### src/rtl/hsm_pkg.sv
// ----------------------------------------------------------------------------
// Slot map shared definitions
// Request opcodes, result status codes and the command and status bundles
// that pass between the controller and the datapath.
// ----------------------------------------------------------------------------
package hsm_pkg;

    // Request opcodes, carried on s_tuser.
    localparam logic [1:0] OP_ADD    = 2'd0;
    localparam logic [1:0] OP_REMOVE = 2'd1;
    localparam logic [1:0] OP_READ   = 2'd2;
    localparam logic [1:0] OP_NOP    = 2'd3;

    // Result status codes, carried on m_tuser.
    localparam logic [1:0] ST_OK         = 2'd0;
    localparam logic [1:0] ST_FULL       = 2'd1;
    localparam logic [1:0] ST_BAD_HANDLE = 2'd2;
    localparam logic [1:0] ST_BAD_POS    = 2'd3;

    // Controller to datapath commands.
    typedef struct packed {
        logic capture;     // take the request and launch the table reads
        logic run_first;   // first execution step
        logic run_second;  // second step of a remove (move of the last entry)
    } cmd_t;

    // Datapath to controller status.
    typedef struct packed {
        logic second_pass; // the request is a valid remove and needs a second step
        logic out_free;    // the result register can be loaded in this cycle
    } sts_t;

endpackage

### src/rtl/hsm_ctrl.sv
// ----------------------------------------------------------------------------
// Slot map controller
// Sequences each request through capture, a first step and, for a remove,
// a second step, and holds off when the result register is still occupied.
// ----------------------------------------------------------------------------
module hsm_ctrl (
    input  logic          aclk,
    input  logic          aresetn,
    input  logic          s_tvalid,
    output logic          s_tready,
    output hsm_pkg::cmd_t cmd,
    input  hsm_pkg::sts_t sts
);

    typedef enum logic [1:0] {
        IDLE,
        FIRST,
        SECOND
    } state_t;

    state_t state_reg, state_next;
    logic   ready_reg;

    // Next state and commands.
    always_comb begin
        state_next = state_reg;
        cmd        = '0;
        unique case (state_reg)
            IDLE: begin
                if (s_tvalid && ready_reg) begin
                    cmd.capture = 1'b1;
                    state_next  = FIRST;
                end
            end
            FIRST: begin
                if (sts.second_pass) begin
                    cmd.run_first = 1'b1;
                    state_next    = SECOND;
                end else if (sts.out_free) begin
                    cmd.run_first = 1'b1;
                    state_next    = IDLE;
                end
            end
            SECOND: begin
                if (sts.out_free) begin
                    cmd.run_second = 1'b1;
                    state_next     = IDLE;
                end
            end
            default: begin
                state_next = IDLE;
            end
        endcase
    end

    // State and the registered ready.
    always_ff @(posedge aclk) begin
        if (!aresetn) begin
            state_reg <= IDLE;
            ready_reg <= 1'b0;
        end else begin
            state_reg <= state_next;
            ready_reg <= (state_next == IDLE);
        end
    end

    assign s_tready = ready_reg;

endmodule

### config.mk
export PLATFORM = sky130hd
export DESIGN_NAME = hsm_ctrl
export DESIGN_NICKNAME = d
export VERILOG_FILES = /design/src/rtl/hsm_pkg.sv /design/src/rtl/hsm_ctrl.sv
export SDC_FILE = /design/constraint.sdc
export NUM_CORES = 1
export LEC_CHECK = 0
export ABC_AREA = 1
export BUFFER_PORTS_ARGS = -buffer_cell sky130_fd_sc_hd__buf_4
export CAP_MARGIN = 20
export CELL_PAD_IN_SITES_DETAIL_PLACEMENT = 1
export CELL_PAD_IN_SITES_GLOBAL_PLACEMENT = 2
export CORE_AREA = 10 10 47 49
export CTS_CLUSTER_SIZE = 10
export DETAILED_ROUTE_END_ITERATION = 7
export DIE_AREA = 0 0 57 59
export PLACE_DENSITY = 0.57
export SLEW_MARGIN = 40
export SYNTH_ARGS = -nofsm -noshare
export SYNTH_HDL_FRONTEND = slang
export SYNTH_SLANG_ARGS = --single-unit
### constraint.sdc
create_clock -name aclk -period 0.95 [get_ports aclk]
set_input_delay 0.2375 -clock aclk [delete_from_list [all_inputs] [get_ports aclk]]
set_output_delay 0.2375 -clock aclk [all_outputs]
set_load 0.05 [all_outputs]
==> impl_metrics.py <==
metrics = {
    "yosys": {
        "yosysUniqueCellTypes": 10,
        "synth_top_area_share_pct": 39.0,
        "synth_common_cells": "inv_1, nor2_1, dfxtp_1, nand2_1, nand3_1",
        "synth_area_leaders": "dfxtp_1, inv_1, nand3_1",
        "synth_ff_type": "dfxtp_1",
        "syn_avg_cell_area_um2": 6.41,
        "syn_inst": 24,
        "seq_area_frac_synth_pct": 39.0,
        "syn_nets": 29,
        "syn_area_um2": 154,
        "synth.most_common_cell": "inv_1",
        "synth_edf_count": 0,
        "async_reset_ff_share_pct": 0,
        "yosys_register_bits": 3,
        "ys_warn_count": 0,
        "yosysTopAreaCell": "dfxtp_1",
    },
    "grt": {
        "antenna_found_initial": 0,
        "grt_pass1_wl_um": 1200,
        "track_usage_pct": 5.02,
        "globalRouteOverflowTotal": 0,
        "grt_start_max_net_pins": 6,
        "grt_pass1_vias": 267,
    },
    "floorplanning": {
        "die_area_um2": 3360,
        "die_y_um": 59,
        "coreArea_um2": 1400,
        "rows": 14,
        "initial_core_util_pct": 11.0,
        "ios": 9,
        "fp.dieW_um": 57,
    },
    "final_layout": {
        "final_cells": 59,
        "nets": 49,
        "area_growth_pct": 154,
        "fin_area_um2": 390,
        "drive_gt1_share_pct": 69.8,
        "diodes": 0,
        "post-route-util_pct": 27.9,
        "largest_reg_flops": 2,
    },
    "drt": {
        "drt.antenna.violating_nets": 0,
        "drc": 0,
        "routed_via_density": 3.90,
        "drt-initial-drc-count": 0,
        "wl_per_cell_um": 11.2,
        "first_pass_iters": 1,
        "drt-total-wl_um": 661,
        "vias": 230,
    },
    "placed_design": {
        "dpl.cell_count": 53,
        "placed_area_um2": 309,
        "place_congestion": 0.572,
        "numPortBuffers": 8,
    },
    "critical_path": {
        "start_kind": "flip-flop",
        "cp-end-kind": "output port",
        "cp_max_fo": 4,
        "cp.required_ns": 0.71,
        "worst-setup-path-type": "flip-flop to output port",
        "r2r_start": "state_reg[0]",
        "arrival_ns": 1.03,
        "startpoint": "state_reg[0]",
    },
    "sta": {
        "setup_viol": 7,
        "worst_slack_ns": -0.315,
        "hold_viol": 0,
        "worst_slew_pin_slew_ns": 0.287,
        "holdWs_ns": 0.260,
        "skew_ns": 0.0000111,
        "fin_crit_ns": 1.27,
        "drv_slew": 0,
        "fin_crit_sh_pct": 133,
        "slew_headroom_pct": 80.8,
        "max_freq_ghz": 0.790,
        "rsz0062_at_grt": "true",
    },
    "run": {
        "cap_viol_max_count": 0,
    },
    "clock_tree": {
        "max-clock-path-buffers": 2,
        "clock-sinks": 3,
        "ctsHoldBuffers": 0,
        "clk_latency_ns": 0.24,
        "clk_pin_slew_ns": 0.04,
        "cts_root_buf": "clkbuf_4",
        "cts_tree": "built",
        "htree_levels": 1,
        "cts_made_buffers": 3,
    },
    "power": {
        "power_leakage_nw": 0.177,
        "p_per_area_nw_per_um2": 1330,
        "max-vdd-ir-drop_v": 0.000527,
    },
    "status": {
        "violations": "setup timing",
        "outcome": "finished, violations left",
    },
    "min_path": {
        "hold_class": "primary input to flip-flop",
        "min_from": "aresetn",
    },
}
## stage by stage
step,TNS [ns],total power [mW],setup WS [ns]
final,-1.42,0.519,-0.315
after global routing,-1.85,0.561,-0.361
after CTS,-1.15,0.532,-0.321
after detailed placement,-0.506,0.271,-0.127
after global placement,-0.312,0.268,-0.0905
after floorplan,-0.403,0.216,-0.156
## cells in the final DEF (no fill, tap or decap)
cell,Yosys,routed
dfxtp_4,0,3
nand3_1,3,2
nor2_4,0,1
a21oi_1,1,1
nor2_1,4,3
clkinvlp_4,0,1
buf_6,0,2
inv_4,0,2
clkbuf_4,0,3
nand3_2,0,1
buf_4,0,11
a21oi_2,1,1
buf_8,0,2
inv_1,5,3
nor3_4,0,2
nand2_2,1,1
nand2_1,3,3
clkbuf_1,0,1
## worst paths after layout
path	endpoint	slack, ns	cells after the start
max	cmd[1]	-0.32	3
min	state_reg[0]	0.26	3
max reg2reg	s_tready	-0.23	8
min reg2reg	state_reg[1]	0.56	2
## per-layer routing
metal  vias up  GRT usage (%)  routed length, um
met4         0           6.04                 32
met1       102           4.16                233
met3         5           3.43                 75
met2        11           7.29                319
li1        112              -                  -
met5         -              0                  0
## power breakdown
group,total (mW),internal [mW],switching (mW)
sequential,0.145,0.132,0.0131
combinational,0.147,0.0707,0.0761
clock,0.227,0.158,0.0691
## logic make-up (layout without fill, tap and decap cells)
logic type / Yosys count / after routing / share of synthesized area, %
AO/OA/AOI/OAI: 2 / 2 / 8.94
buffers and inverters: 6 / 25 / 14.6
flip-flops: 3 / 3 / 39.0
AND/OR/NAND/NOR: 13 / 13 / 37.4
## worst max-delay path: stages (launching register included)
cell and delay (ns):
dfxtp_4 0.39, inv_4 0.05, nor3_4 0.17, buf_6 0.18
## area by class of cell
type / count / area, um^2
Clock buffer: 4 / 26.3
Fill cell: 173 / 1010
Multi-Input combinational cell: 15 / 106
Inverter: 6 / 31.3
Sequential cell: 3 / 71.3
Tap cell: 16 / 20.0
Timing Repair Buffer: 15 / 135
## timing repair
action	4_1_cts	5_1_grt
hold endpoints to repair	0	0
pin swaps	1	1
resized for setup	11	1
setup buffers	1	1
setup endpoints to repair	4	7
(Power assumes the default switching activity.)
